$ cat src/pbf_pkg.sv
// Shared constants for the parenthesis balance filter.
// Buffer sizing and character codes; no dependencies.
`timescale 1ns / 1ps
`default_nettype none

package pbf_pkg;

    localparam int MAX_LEN = 64;
    localparam int ADDR_W  = (MAX_LEN > 1) ? $clog2(MAX_LEN) : 1;
    localparam int CNT_W   = $clog2(MAX_LEN + 1);
    localparam int BYTE_W  = 8;

    localparam logic [BYTE_W-1:0] CH_OPEN  = 8'h28;
    localparam logic [BYTE_W-1:0] CH_CLOSE = 8'h29;

endpackage

`default_nettype wire

$ cat src/pbf_ram.sv
// Generic simple dual-port RAM: one write port, one read port with
// registered read data that holds while no read is issued. No dependencies.
`timescale 1ns / 1ps
`default_nettype none

module pbf_ram #(
    parameter int WIDTH = 8,
    parameter int DEPTH = 64,
    localparam int AW = (DEPTH > 1) ? $clog2(DEPTH) : 1
) (
    input  wire logic             clk,
    input  wire logic             we,
    input  wire logic [AW-1:0]    waddr,
    input  wire logic [WIDTH-1:0] wdata,
    input  wire logic             re,
    input  wire logic [AW-1:0]    raddr,
    output logic      [WIDTH-1:0] rdata
);

    logic [WIDTH-1:0] mem [DEPTH];

    always_ff @(posedge clk) begin
        if (we) begin
            mem[waddr] <= wdata;
        end
        if (re) begin
            rdata <= mem[raddr];
        end
    end

endmodule

`default_nettype wire

$ cat src/paren_balance_filter.sv
// Parenthesis balance filter: loads a string into a RAM buffer at one beat
// per cycle, dropping each ')' with no open '(', then reads it back and drops
// unmatched '('. A kept byte passes the RAM read register, then the output
// register; an empty result goes out from ST_EMPTY once the output is free.
// Throughput: load 1 beat/cycle; emit 1 buffer entry/cycle through the single
// RAM read port unless the output stalls; no input is taken while emitting.
// Reset: synchronous, clears load counters, state and output valid; buffer is not cleared.
`timescale 1ns / 1ps
`default_nettype none

module paren_balance_filter (
    input  wire logic                      aclk,
    input  wire logic                      aresetn,
    input  wire logic                      s_tvalid,
    output logic                           s_tready,
    input  wire logic [pbf_pkg::BYTE_W-1:0] s_tdata,  // [7:0] in_byte
    input  wire logic                      s_tlast,   // in_last
    output logic                           m_tvalid,
    input  wire logic                      m_tready,
    output logic [pbf_pkg::BYTE_W-1:0]     m_tdata,   // [7:0] out_byte
    output logic                           m_tlast,   // out_last
    output logic [1:0]                     m_tuser    // [0] out_empty, [1] out_truncated
);

    import pbf_pkg::*;

    typedef enum logic [2:0] {
        ST_LOAD  = 3'b001,
        ST_EMIT  = 3'b010,
        ST_EMPTY = 3'b100
    } state_t;

    state_t state_reg, state_next;

    logic [CNT_W-1:0] stored_reg, stored_next;
    logic [CNT_W-1:0] depth_reg, depth_next;
    logic [CNT_W-1:0] opens_reg, opens_next;
    logic             ovf_reg, ovf_next;
    logic [CNT_W-1:0] keep_reg, keep_next;
    logic [CNT_W-1:0] rem_reg, rem_next;
    logic [CNT_W-1:0] idx_reg, idx_next;
    logic [CNT_W-1:0] seen_reg, seen_next;
    logic             pend_reg, pend_next;

    logic              mv_reg, mv_next;
    logic [BYTE_W-1:0] mb_reg, mb_next;
    logic              ml_reg, ml_next;
    logic              me_reg, me_next;
    logic              mt_reg, mt_next;

    // load-side decode
    logic             s_acc, is_open, is_close, drop_close, full, store;
    logic [CNT_W-1:0] ld_stored, ld_depth, ld_opens;
    logic             ld_ovf;

    // emit-side decode
    logic [BYTE_W-1:0] rd_data;
    logic              out_free, q_open, skip, consume, emit, finish, issue;

    assign s_tready = (state_reg == ST_LOAD);
    assign s_acc    = s_tvalid && s_tready;
    assign out_free = !mv_reg || m_tready;

    always_comb begin
        is_open    = (s_tdata == CH_OPEN);
        is_close   = (s_tdata == CH_CLOSE);
        drop_close = is_close && (depth_reg == '0);
        full       = (stored_reg == CNT_W'(MAX_LEN));
        store      = !drop_close && !full;
        ld_stored  = stored_reg;
        ld_depth   = depth_reg;
        ld_opens   = opens_reg;
        ld_ovf     = ovf_reg | (!drop_close && full);
        if (store) begin
            ld_stored = stored_reg + CNT_W'(1);
            if (is_open) begin
                ld_depth = depth_reg + CNT_W'(1);
                ld_opens = opens_reg + CNT_W'(1);
            end else if (is_close) begin
                ld_depth = depth_reg - CNT_W'(1);
            end
        end
    end

    pbf_ram #(
        .WIDTH(BYTE_W),
        .DEPTH(MAX_LEN)
    ) u_store (
        .clk  (aclk),
        .we   (s_acc && store),
        .waddr(stored_reg[ADDR_W-1:0]),
        .wdata(s_tdata),
        .re   (issue),
        .raddr(idx_reg[ADDR_W-1:0]),
        .rdata(rd_data)
    );

    always_comb begin
        q_open  = (rd_data == CH_OPEN);
        // an open beyond the kept count is one of the trailing unmatched ones
        skip    = q_open && (seen_reg >= keep_reg);
        consume = (state_reg == ST_EMIT) && pend_reg && (skip || out_free);
        emit    = consume && !skip;
        finish  = emit && (rem_reg == CNT_W'(1));
        issue   = (state_reg == ST_EMIT) && !finish && (!pend_reg || consume)
                  && (idx_reg < stored_reg);
    end

    always_comb begin
        state_next  = state_reg;
        stored_next = stored_reg;
        depth_next  = depth_reg;
        opens_next  = opens_reg;
        ovf_next    = ovf_reg;
        keep_next   = keep_reg;
        rem_next    = rem_reg;
        idx_next    = idx_reg;
        seen_next   = seen_reg;
        pend_next   = pend_reg;
        mv_next     = mv_reg && !m_tready;
        mb_next     = mb_reg;
        ml_next     = ml_reg;
        me_next     = me_reg;
        mt_next     = mt_reg;

        unique case (state_reg)
            ST_LOAD: begin
                if (s_acc) begin
                    stored_next = ld_stored;
                    depth_next  = ld_depth;
                    opens_next  = ld_opens;
                    ovf_next    = ld_ovf;
                    if (s_tlast) begin
                        keep_next = ld_opens - ld_depth;
                        rem_next  = ld_stored - ld_depth;
                        idx_next  = '0;
                        seen_next = '0;
                        pend_next = 1'b0;
                        state_next = (ld_stored == ld_depth) ? ST_EMPTY : ST_EMIT;
                    end
                end
            end
            ST_EMIT: begin
                if (issue) begin
                    idx_next = idx_reg + CNT_W'(1);
                end
                if (consume && q_open) begin
                    seen_next = seen_reg + CNT_W'(1);
                end
                if (emit) begin
                    mv_next  = 1'b1;
                    mb_next  = rd_data;
                    ml_next  = finish;
                    me_next  = 1'b0;
                    mt_next  = ovf_reg;
                    rem_next = rem_reg - CNT_W'(1);
                end
                if (finish) begin
                    pend_next = 1'b0;
                end else if (issue) begin
                    pend_next = 1'b1;
                end else if (consume) begin
                    pend_next = 1'b0;
                end
                if (finish) begin
                    stored_next = '0;
                    depth_next  = '0;
                    opens_next  = '0;
                    ovf_next    = 1'b0;
                    state_next  = ST_LOAD;
                end
            end
            ST_EMPTY: begin
                if (out_free) begin
                    mv_next     = 1'b1;
                    mb_next     = '0;
                    ml_next     = 1'b1;
                    me_next     = 1'b1;
                    mt_next     = ovf_reg;
                    stored_next = '0;
                    depth_next  = '0;
                    opens_next  = '0;
                    ovf_next    = 1'b0;
                    state_next  = ST_LOAD;
                end
            end
            default: begin
                state_next = ST_LOAD;
            end
        endcase
    end

    always_ff @(posedge aclk) begin
        if (!aresetn) begin
            state_reg  <= ST_LOAD;
            stored_reg <= '0;
            depth_reg  <= '0;
            opens_reg  <= '0;
            ovf_reg    <= 1'b0;
            pend_reg   <= 1'b0;
            mv_reg     <= 1'b0;
        end else begin
            state_reg  <= state_next;
            stored_reg <= stored_next;
            depth_reg  <= depth_next;
            opens_reg  <= opens_next;
            ovf_reg    <= ovf_next;
            pend_reg   <= pend_next;
            mv_reg     <= mv_next;
        end
    end

    always_ff @(posedge aclk) begin
        keep_reg <= keep_next;
        rem_reg  <= rem_next;
        idx_reg  <= idx_next;
        seen_reg <= seen_next;
        mb_reg   <= mb_next;
        ml_reg   <= ml_next;
        me_reg   <= me_next;
        mt_reg   <= mt_next;
    end

    assign m_tvalid = mv_reg;
    assign m_tdata  = mb_reg;
    assign m_tlast  = ml_reg;
    assign m_tuser  = {mt_reg, me_reg};

endmodule

`default_nettype wire

$ cat config.mk
export PLATFORM = sky130hd
export DESIGN_NAME = paren_balance_filter
export DESIGN_NICKNAME = d
export VERILOG_FILES = /design/src/pbf_pkg.sv /design/src/pbf_ram.sv /design/src/paren_balance_filter.sv
export SDC_FILE = /design/constraint.sdc
export NUM_CORES = 1
export LEC_CHECK = 0
export BUFFER_PORTS_ARGS = -buffer_cell sky130_fd_sc_hd__buf_2
export CORE_MARGIN = 3
export CORE_UTILIZATION = 50
export CTS_CLUSTER_DIAMETER = 200
export DETAILED_ROUTE_END_ITERATION = 16
export HOLD_SLACK_MARGIN = 0.06
export PLACE_DENSITY = 0.65
export SLEW_MARGIN = 25
export SYNTH_ARGS = -nofsm -noshare
export SYNTH_HDL_FRONTEND = slang
export SYNTH_SLANG_ARGS = --single-unit
export TNS_END_PERCENT = 20
$ cat constraint.sdc
create_clock -name aclk -period 9.8 [get_ports aclk]
set_input_delay 0 -clock aclk [delete_from_list [all_inputs] [get_ports aclk]]
set_output_delay 0 -clock aclk [all_outputs]
set_load 0.05 [all_outputs]
# == After elaboration in Yosys (flattened, before gate mapping) ==
# Memory sizes are Yosys's and may differ from the RTL's. A register that Yosys moved wholly into a read port is not among the register bits.
# Cells that the tools add are included.
# word_totals
reg_bits,66
latch_bits,0
ramBits,512
rom_bits,0
input_bits,13
elab_cells,138
mem_count,1
# mem_list
name,depth,word_bits,rd,rd_ports_with_merged_regs,wr,line_no,source
u_store.mem,64,8,1,1,1,pbf_ram.sv:20,logic [WIDTH-1:0] mem [DEPTH];
# classes
add_sub_neg,9
multipliers,0
div_mod_pow,0
order_cmp,2
eq_ne,17
shift,0
mux,56
n_bitwise,1
n_reduce_logical,37
# ops
op,n
$mux 7,18
$pmux 7 s3,3
$pmux 7 s2,3
$add 7x1->7 const B,5
$eq 8x6->1 const B,3
$reduce_and 4->1,6
$mux 1,17
$mux 8,2
$pmux 8 s2,1
$logic_and 1x1->1,15
$mux 3,5
$sub 7x1->7 const B,2
$sub 7x7->7,2
$pmux 1 s2,5
$pmux 3 s3,1
$ne 2x2->1 const B,4
$eq 7x1->1 const B,1
$eq 7x7->1,1
$eq 7x7->1 const B,1
$ge 7x7->1,1
$logic_not 1->1,7
$logic_not 7->1,1
$lt 7x7->1,1
$ne 2x1->1 const B,3
other kinds (10),14

# == Depth between registers and ports, before layout ==
# Gate-level depths: netlist of run 1.
# logic_depth
word_depth,13
mapped_depth,17
mapped_depth_nobuf,15

# == Modules after synthesis ==
# Synthesis of run 1 repeated with hierarchy kept, for this count alone.
# unflattened
hier_cells,1403
area_unflattened_um2,24636.1
# modules_own_cells
module,n_inst,cells_per_inst,area_per_inst_um2
pbf_ram,1,940,20246.9
paren_balance_filter,1,463,4389.2

# == Least setup slack after synthesis of run 1 ==
# No wires, ideal clock.
# synth_path
kind,reg-to-reg
from,register stored_reg[4]
to,register rem_reg[5] (data pin)
setup_ns,0.266
arrival_time_ns,3.123
path_slack_ns,6.411
stages_incl_launch_ff,16
n_path_buf,3
cell_sequence,dfxtp_1 > buf_6 > or3_1 > buf_6 > or3_1 > buf_2 > nand3_2 > mux2i_1 > inv_1 > ha_1 > nor2b_1 > o21ai_0 > a21boi_0 > o21ai_0 > nor3b_1 > o31ai_1
# synth_between
elab_chain_cells,8
elab_cells_between_ends,10
cone_classes,add/sub (2); eq/ne (1); mux (5); reduce/logical (2)
# synth_lines
element,line_no,source
start: declaration,paren_balance_filter.sv:35,"logic [CNT_W-1:0] stored_reg, stored_next;"
start signal: assignment,paren_balance_filter.sv:204,stored_reg <= stored_next;
branches (longest 4 deep; another with $add 7x1->7),n/a,
$sub 7x7->7 *,paren_balance_filter.sv:135,rem_next = ld_stored - ld_depth;
$mux 7 *,paren_balance_filter.sv:133,if (s_tlast) begin
$mux 7 *,paren_balance_filter.sv:128,if (s_acc) begin
$pmux 7 s2 *,paren_balance_filter.sv:126,unique case (state_reg)
named net rem_next[5],paren_balance_filter.sv:40,"logic [CNT_W-1:0] rem_reg, rem_next;"
end signal: assignment,paren_balance_filter.sv:215,rem_reg <= rem_next;
end: declaration,paren_balance_filter.sv:40,
# Mark *: on every way through the listed nets, which the timed path passes. The select of a mux whose other input is x is not followed.
# A chain may end at the register's enable or synchronous reset.

# == Worst setup path in the final report of run 1 ==
# Same ends and word-level chain as after synthesis.

==> results of run 1 <==
## Yosys cell counts, drive strengths merged, types with 22 or more instances
cell type / number
ha: 34
clkbuf: 29
dfxtp: 27
inv: 36
nand2: 36
a21oi: 39
nand3: 29
o21ai: 24
buf: 38
mux4: 157
edfxtp: 559
nor2: 102
xnor2: 22
## layout make-up
class,instances,area (um^2)
clock buffers,72,1530
repair buffers,52,368
clock inverters,36,372
well taps,615,769
inverters,36,135
multi-input cells,628,6640
flip-flops and latches,586,17300
fillers,3590,20800
## power groups by stage
stage                     clock [mW]  combinational (mW)  sequential (mW)
final                           2.22               0.266             2.78
after CTS                       2.27               0.271             2.78
after detailed placement           0               0.267             2.83
after global placement             0               0.263             2.83
after global routing            2.37               0.291             2.78
after floorplan                    0               0.170             2.82
## worst max-delay path: cells and delay by family, from the launching register on
kind	cells	cell delay [ps]
simple gates	5	1640
compound gates	4	660
mux	1	470
flops	1	420
fa+ha+maj	1	310
buf+inv	1	140
## per-layer routing
layer  GRT usage [%]  routed length (um)
met4            5.15                1150
met5               0                   0
met3            4.18                3610
met2            33.6               25300
met1            31.4               22900
## timing repair
| item | 4_1_cts | 5_1_grt |
|---|---|---|
| hold buffers | 11 | 0 |
| setup endpoints to repair | 0 | 0 |
| endpoints found under the hold margin | 53 | 0 |
## metrics by stage
step	utilization, %	cell area, um^2
detailed placement	52.4	25100
global placement	52.4	25100
CTS	56.6	27100
floorplan	-	24400
global route	56.6	27100
finish	56.6	27100
## logic make-up after synthesis
family / share of synthesized area, %
mux: 15.2
simple gates: 5.31
flops: 71.0
compound gates: 3.36
buf+inv: 1.81
fa+ha+maj: 1.91
xor+xnor: 1.46
## worst paths after layout
path	cells after the start	from	to
max reg2reg	12	stored_reg[4]$_SDFFE_PN0P_	rem_reg[5]$_DFFE_PP_
min	2	s_tdata[4]	u_store.mem[62][4]$_DFFE_PP_
max	12	stored_reg[4]$_SDFFE_PN0P_	rem_reg[5]$_DFFE_PP_
min reg2reg	2	opens_reg[6]$_SDFFE_PN0P_	opens_reg[6]$_SDFFE_PN0P_
==> impl_metrics.py, run 1 <==
metrics = {
    "run_status": {
        "run_status": "complete, no violations",
    },
    "layout": {
        "area_growth_pct": 11.2,
        "antenna_cells": 0,
        "largest_register_ffs": 512,
        "stdcell_count": 2025,
        "layout_commonest_cell": "edfxtp_1",
        "mostFrequentLayoutCells": "edfxtp_1 (559), mux4_2 (157), nor2_1 (99)",
        "final_net_count": 1411,
        "top_register": "u_store.mem",
        "drive_gt1_share_pct": 21.2,
    },
    "worst_setup_path": {
        "path_cells": "or3_1 > or3_1 > nand3_2 > mux2i_1 > inv_1 > ha_1 > nor2b_1 > o21ai_0 > a21boi_0 > o21ai_0 > nor3b_1 > o31ai_1",
        "crit_type": "register to register",
        "worst-path-max-fanout": 10,
        "slowest_stage": "or3_1",
        "end_kind": "register",
        "cp.arrival_ps": 4250,
        "cp.required_ps": 10130,
        "r2r_slack_ps": 5880,
        "slowest_delay_ps": 570,
        "cp-start-kind": "register",
    },
    "logic_synthesis": {
        "synth.net_count": 1366,
        "synth_top_area_cell": "edfxtp_1",
        "synth_top_area_share_pct": 68.8,
        "synth-seq-area-share_pct": 71.0,
        "synth_edf_count": 559,
        "ys.flop_type": "edfxtp_1",
        "syn-cell-area_mm2": 0.0244,
        "async_flop_share_pct": 0,
        "synth_cell_types": 73,
        "syn_inst": 1317,
        "yosysWarnings": 0,
        "synth_area_per_cell_um2": 18.5,
        "ys_ff_latch": 586,
        "synth_area_leaders": "edfxtp_1 (69%), mux4_2 (14%), dfxtp_1 (2.2%)",
    },
    "sta": {
        "drv_slew": 0,
        "max_freq_mhz": 255,
        "setup-tns-final_ps": 0,
        "finalSetupViolCount": 0,
        "fin_skew_ps": 13.2,
        "period_minus_slack_ps": 3920,
        "hold_ws_ps": 89.0,
        "worst_pin_slew_ps": 1040,
        "worst_slack_ps": 5880,
        "fin_crit_sh_pct": 40.0,
        "rsz0062_at_grt": "no",
        "slew-limit-headroom_pct": 30.6,
        "finalHoldViolCount": 0,
    },
    "clocking": {
        "cts_resized": 0,
        "cts_root_buffer": "clkbuf_16",
        "cts_max_level": 2,
        "cts.sink_count": 586,
        "clk_latency_ps": 610,
        "clk_path_buf_depth": 3,
        "cts_made_buffers": 58,
        "cts_tree": "yes",
        "cts_setup_buffers": 0,
        "clk_pin_slew_worst_paths_ps": 60,
    },
    "routing": {
        "ant_nets": 0,
        "viasPerCell": 6.08,
        "wl_um": 53000,
        "drc": 0,
        "drt-initial-drc-count": 1003,
        "dr.pass1.iters": 5,
        "via_count": 12309,
        "post_drt_wl_per_cell_um": 26.1,
    },
    "floorplan": {
        "die_w_um": 227,
        "start_util_pct": 50.9,
        "row_count": 80,
        "ios": 26,
        "die_h_um": 227,
        "core_area_mm2": 0.0479,
        "die_area_mm2": 0.0515,
    },
    "power": {
        "intPower_mw": 4.17,
        "power_per_cell_area_mw_per_mm2": 194,
        "power_frac_seq_pct": 52.7,
        "power_mw": 5.26,
        "p_leak_nw": 8.64,
        "combPwrFrac_pct": 5.1,
        "switchingPower_mw": 1.09,
        "ir_worst_vdd_mv": 0.141,
        "swShare_pct": 20.7,
        "power_frac_clock_pct": 42.2,
    },
    "worst_hold_path": {
        "hold_path_class": "input port to register",
    },
    "global_route": {
        "grt_use_total_pct": 21.3,
        "grt_antenna_before_repair": 0,
        "grt_pass1_vias": 12137,
        "grt_overflow": 0,
        "grt_max_degree": 87,
        "grt_pass1_wl_um": 80300,
    },
    "placed_design": {
        "dp_hpwl_um": 32600,
        "routabilityCongestion": 0.789,
        "place_ws_ps": 5910,
        "numPortBuffers": 25,
        "dp_cells": 1906,
    },
    "job": {
        "drv_cap": 0,
    },
}
(Power assumes the default switching activity.)
==> inputs of run 2 (changes only) <==
- ABC_AREA: not set -> 1
- clock period: 9.8 -> 4.02 ns (I/O delays scaled with it)
==> impl_metrics.py, run 2 <==
metrics = {
    "sta": {
        "rsz0062_at_grt": "no",
        "slew-limit-headroom_pct": 39.2,
        "drv_slew": 0,
        "fin_crit_sh_pct": 83.6,
        "finalHoldViolCount": 0,
        "setup-tns-final_ps": 0,
        "worst_slack_ps": 660,
        "max_freq_mhz": 298,
        "worst_pin_slew_ps": 911,
        "period_minus_slack_ps": 3360,
        "finalSetupViolCount": 0,
        "fin_skew_ps": 29.9,
    },
    "routing": {
        "drt-initial-drc-count": 1910,
        "wl_um": 63100,
        "ant_nets": 0,
        "drc": 0,
        "viasPerCell": 5.80,
        "via_count": 16670,
        "dr.pass1.iters": 5,
        "post_drt_wl_per_cell_um": 22.0,
    },
    "worst_setup_path": {
        "cp-start-kind": "register",
        "slowest_delay_ps": 470,
        "cp.arrival_ps": 3710,
        "r2r_slack_ps": 660,
        "worst-path-max-fanout": 10,
        "end_kind": "register",
        "cp.required_ps": 4370,
        "crit_type": "register to register",
        "crit_top_cell": "xor2_1",
        "path_cells": "inv_1 > ha_1 > nand3_1 > nor2_2 > inv_1 > nand2_4 > a21oi_2 > xor2_1 > ha_1 > fa_1 > o21ai_0 > nand2_1 > nand2_1 > a21oi_1 > xor2_1 > xor2_1",
        "slowest_stage": "dfxtp_1",
    },
    "clocking": {
        "cts_max_level": 2,
        "clk_pin_slew_worst_paths_ps": 60,
        "cts_tree": "yes",
        "cts_root_buffer": "clkbuf_16",
        "cts_resized": 0,
        "cts.sink_count": 586,
        "clk_path_buf_depth": 3,
        "clk_latency_ps": 630,
        "cts_made_buffers": 58,
        "cts_setup_buffers": 0,
    },
    "layout": {
        "post-route-util_pct": 56.7,
        "seq_area_mm2": 0.0173,
        "multi_input_area_mm2": 0.00666,
        "final_net_count": 2209,
        "layout_commonest_cell": "edfxtp_1",
        "nFillCells": 4011,
        "stdcell_count": 2873,
        "largest_register_ffs": 512,
        "mostFrequentLayoutCells": "edfxtp_1 (559), nor2_1 (390), o21ai_0 (290)",
        "drive_gt1_share_pct": 9.23,
        "top_register": "u_store.mem",
        "antenna_cells": 0,
        "area_growth_pct": 11.7,
    },
    "logic_synthesis": {
        "synth-simple-area-share_pct": 12.4,
        "synth_top_area_share_pct": 67.2,
        "syn-cell-area_mm2": 0.0250,
        "synth_mux_area_share_pct": 0.0401,
        "synth_top_family_by_area": "simple AND/OR/NAND/NOR gates",
        "synth.net_count": 2173,
        "synth_compound_area_share_pct": 11.4,
        "synth_cell_types": 44,
        "synth_area_per_cell_um2": 11.8,
        "async_flop_share_pct": 0,
        "synth_commonest_cells": "edfxtp_1 (559), nor2_1 (391), o21ai_0 (290)",
        "syn_inst": 2124,
        "synthAdderAreaFrac_pct": 1.86,
        "synth_top_area_cell": "edfxtp_1",
        "ys_ff_latch": 586,
        "synth.most_common_cell": "edfxtp_1",
        "synth_edf_count": 559,
        "synthXorXnorAreaFrac_pct": 0.982,
        "ys.flop_type": "edfxtp_1",
        "synth_area_leaders": "edfxtp_1 (67%), nor2_1 (5.9%), o21ai_0 (5.8%)",
        "yosysWarnings": 0,
        "synth-seq-area-share_pct": 69.4,
    },
    "placed_design": {
        "place_ws_ps": 395,
        "dp_cells": 2758,
        "numPortBuffers": 25,
        "dp_hpwl_um": 38000,
        "routabilityCongestion": 0.952,
    },
    "global_route": {
        "grt_antenna_before_repair": 0,
        "grt_overflow": 0,
        "grt_use_total_pct": 23.8,
        "grt_pass1_vias": 15879,
        "grt_pass1_wl_um": 96400,
        "grt_max_degree": 201,
    },
    "floorplan": {
        "die_area_mm2": 0.0526,
        "start_util_pct": 50.8,
        "ios": 26,
        "die_h_um": 229,
        "core_area_mm2": 0.0492,
        "die_w_um": 229,
        "row_count": 81,
    },
    "job": {
        "drv_cap": 0,
    },
    "power": {
        "p_leak_nw": 9.61,
        "power_per_cell_area_mw_per_mm2": 495,
        "power_mw": 13.8,
        "ir_worst_vdd_mv": 0.464,
    },
    "worst_hold_path": {
        "hold_path_class": "input port to register",
    },
    "run_status": {
        "run_status": "complete, no violations",
    },
}
-- run 2: layout make-up --
cell class | count | area share [%]
flip-flops and latches | 586 | 62.1
multi-input cells | 1301 | 23.9
clock buffers | 69 | 5.47
well taps | 664 | 2.98
repair buffers | 95 | 2.57
inverters | 118 | 1.61
clock inverters | 40 | 1.37
-- run 2: logic make-up after synthesis --
family          count (synthesis)
mux                             1
buf+inv                       237
simple gates                  739
flops                         586
xor+xnor                       28
compound gates                497
fa+ha+maj                      36
-- run 2: final timing paths --
path	startpoint	endpoint	cells after the start
min	s_tdata[7]	u_store.mem[35][7]$_DFFE_PP_	2
min reg2reg	ovf_reg$_SDFFE_PN0P_	ovf_reg$_SDFFE_PN0P_	2
max reg2reg	stored_reg[0]$_SDFFE_PN0P_	keep_reg[6]$_DFFE_PP_	16
max	stored_reg[0]$_SDFFE_PN0P_	keep_reg[6]$_DFFE_PP_	16
-- run 2: power breakdown --
group          switching [mW]  leakage (nW)  internal [mW]  total [mW]
logic                    1.03          3.42          0.452        1.48
clock network            2.26         0.931           3.14        5.41
registers              0.0769          5.26           6.84        6.91
-- run 2: through the flow --
step / cell area, um^2 / hold WS (ps)
after floorplan: 25000 / 84.2
after global placement: 25900 / 287
after detailed placement: 25900 / 294
after CTS: 27900 / 74.3
after global routing: 27900 / 101
final: 27900 / 86.0
-- run 2: worst max-delay path: cells and delay by family, from the launching register on --
| family | cells | cell delay (ps) |
|---|---|---|
| flops | 1 | 470 |
| fa+ha+maj | 3 | 960 |
| simple gates | 5 | 420 |
| buf+inv | 2 | 280 |
| xor+xnor | 3 | 450 |
| compound gates | 3 | 520 |
-- run 2: layer usage --
metal	share of wire [%]	wire length (um)	track usage, %
met1	42	26400	34.0
met3	8.5	5340	4.34
met2	47	29500	37.5
met4	3.0	1870	7.53
met5	0	0	0
-- run 2: timing repair --
action,in CTS,in global routing
setup endpoints to repair,0,0
hold endpoints to repair,96,0
hold buffers,6,0
==> inputs of run 3 (changes only) <==
- ABC_AREA: 1 -> 0
- PLACE_DENSITY: 0.65 -> 0.68
- clock period: 4.02 -> 2.7 ns (I/O delays scaled with it)
==> impl_metrics.py, run 3 (same netlist as run 1, synthesis figures left out) <==
metrics = {
    "power": {
        "p_leak_nw": 9.58,
        "switchingPower_mw": 4.07,
        "intPower_mw": 15.2,
        "power_frac_clock_pct": 41.3,
        "ir_worst_vdd_mv": 0.652,
        "power_frac_seq_pct": 52.0,
        "swShare_pct": 21.1,
        "combPwrFrac_pct": 6.6,
        "power_per_cell_area_mw_per_mm2": 656,
    },
    "worst_hold_path": {
        "hold_depth": 2,
        "holdCritStartpoint": "s_tdata[4]",
        "hold_end": "u_store.mem[2][4]$_DFFE_PP_",
        "hold_path_class": "input port to register",
    },
    "routing": {
        "met2_length_um": 26900,
        "post_drt_wl_per_cell_um": 25.4,
        "dr.pass1.iters": 5,
        "viasPerCell": 6.02,
        "drt-initial-drc-count": 1364,
        "ant_nets": 0,
        "top_layer_used": "met4",
        "wl_met3_um": 3470,
        "drc": 0,
        "wl_um": 55500,
        "via_count": 13175,
        "wl_met1_um": 24000,
    },
    "floorplan": {
        "die_w_um": 227,
        "start_util_pct": 50.9,
        "ios": 26,
        "core_area_mm2": 0.0479,
        "row_count": 80,
        "die_h_um": 227,
        "die_area_mm2": 0.0515,
    },
    "clocking": {
        "cts_root_buffer": "clkbuf_16",
        "clk_latency_ps": 630,
        "clk_path_buf_depth": 3,
        "cts_max_level": 2,
        "cts_tree": "yes",
        "clk_pin_slew_worst_paths_ps": 60,
        "cts.sink_count": 586,
        "cts_made_buffers": 58,
    },
    "global_route": {
        "grt_antenna_before_repair": 2,
        "grt_overflow": 0,
        "grt_pass1_vias": 13182,
        "grt_pass1_wl_um": 83500,
        "grt_use_total_pct": 22.0,
        "grt_max_degree": 65,
    },
    "sta": {
        "fin_skew_ps": 27.4,
        "fin_crit_sh_pct": 111,
        "finalHoldViolCount": 0,
        "worst_slack_ps": -286,
        "period_minus_slack_ps": 2990,
        "slew-limit-headroom_pct": 30.3,
        "hold_ws_ps": 85.9,
        "rsz0062_at_grt": "yes",
        "worst_pin_slew_ps": 1040,
        "finalSetupViolCount": 14,
        "max_freq_mhz": 335,
        "drv_slew": 0,
    },
    "layout": {
        "seq_area_mm2": 0.0173,
        "mostFrequentLayoutCells": "edfxtp_1 (559), mux4_2 (157), buf_4 (146)",
        "final_net_count": 1576,
        "nFillCells": 3335,
        "drive_gt1_share_pct": 36.9,
        "stdcell_count": 2187,
        "layout_commonest_cell": "edfxtp_1",
        "largest_register_ffs": 512,
        "area_growth_pct": 20.5,
        "top_register": "u_store.mem",
        "multi_input_area_mm2": 0.00733,
    },
    "worst_setup_path": {
        "cp-start-kind": "register",
        "worst-path-max-fanout": 4,
        "crit_type": "register to register",
        "cp.required_ps": 3070,
        "cp.arrival_ps": 3350,
        "reg2reg_depth": 13,
        "r2r_slack_ps": -290,
        "end_kind": "register",
        "timing.rr.start": "stored_reg[3]$_SDFFE_PN0P_",
        "timing.rr.end": "keep_reg[6]$_DFFE_PP_",
    },
    "run_status": {
        "run_status": "complete, but fails checks",
        "violations": "negative setup slack",
    },
    "placed_design": {
        "routabilityCongestion": 0.852,
        "dp_cells": 2062,
        "dp_hpwl_um": 36200,
        "numPortBuffers": 25,
    },
    "job": {
        "drv_cap": 0,
    },
}
## run 3: layout make-up
type	instances	share of cell area, %
tap	615	2.62
multi-input combinational	628	24.9
antenna	1	0.00851
timing repair buffer	217	6.71
inverter	36	0.459
clock inverter	36	1.25
sequential	586	58.9
clock buffer	68	5.13
## run 3: what timing repair did
action	CTS	global route
pin swaps	10	27
hold endpoints to repair	76	0
setup buffers	4	8
resized for setup	113	66
hold buffers	8	0
setup endpoints to repair	541	501
## run 3: routing by layer
layer	track usage, %	vias to the layer above
met1	32.0	6908
met3	3.75	82
met2	35.1	448
met4	5.64	0
met5	0	-
li1	-	5737
## run 3: worst max path at each step
| stage | slack (ps) | endpoint | from |
|---|---|---|---|
| after CTS | -310 | keep_reg[6]$_DFFE_PP_ | stored_reg[3]$_SDFFE_PN0P_ |
| after detailed placement | -420 | rem_reg[6]$_DFFE_PP_ | depth_reg[0]$_SDFFE_PN0P_ |
| after floorplan | -430 | rem_reg[6]$_DFFE_PP_ | stored_reg[4]$_SDFFE_PN0P_ |
| after global routing | -440 | rem_reg[5]$_DFFE_PP_ | stored_reg[3]$_SDFFE_PN0P_ |
| after global placement | -360 | u_store.mem[62][1]$_DFFE_PP_ | depth_reg[0]$_SDFFE_PN0P_ |
| final | -290 | keep_reg[6]$_DFFE_PP_ | stored_reg[3]$_SDFFE_PN0P_ |
## run 3: stage by stage
stage	util (%)	setup slack (ps)	TNS [ps]	instance area, um^2	power [mW]
global route	61.3	-436	-5150	29400	19.9
floorplan	-	-429	-1960	24500	10.9
finish	61.4	-286	-2010	29400	19.3
detailed placement	55.6	-417	-103530	26600	11.4
global placement	55.6	-362	-76650	26600	11.4
CTS	60.5	-307	-2060	29000	19.4
## run 3: critical path: stages, from the launching register on
cell and delay (ps):
dfxtp_1 310, or3_4 390, or3_4 350, nand3_4 80
buf_6 120, mux2i_4 300, buf_6 140, fa_2 200
inv_2 30, a21o_1 160, a21oi_2 160, o21bai_1 100
a21oi_2 150, xnor3_1 230
## run 3: power by group through the flow
stage | Sequential (mW) | Clock (mW) | Combinational, mW
after floorplan | 10.2 | 0 | 0.624
final | 10.1 | 7.98 | 1.28
after global routing | 10.1 | 8.46 | 1.37
after CTS | 10.1 | 8.09 | 1.23
after global placement | 10.2 | 0 | 1.16
after detailed placement | 10.2 | 0 | 1.19
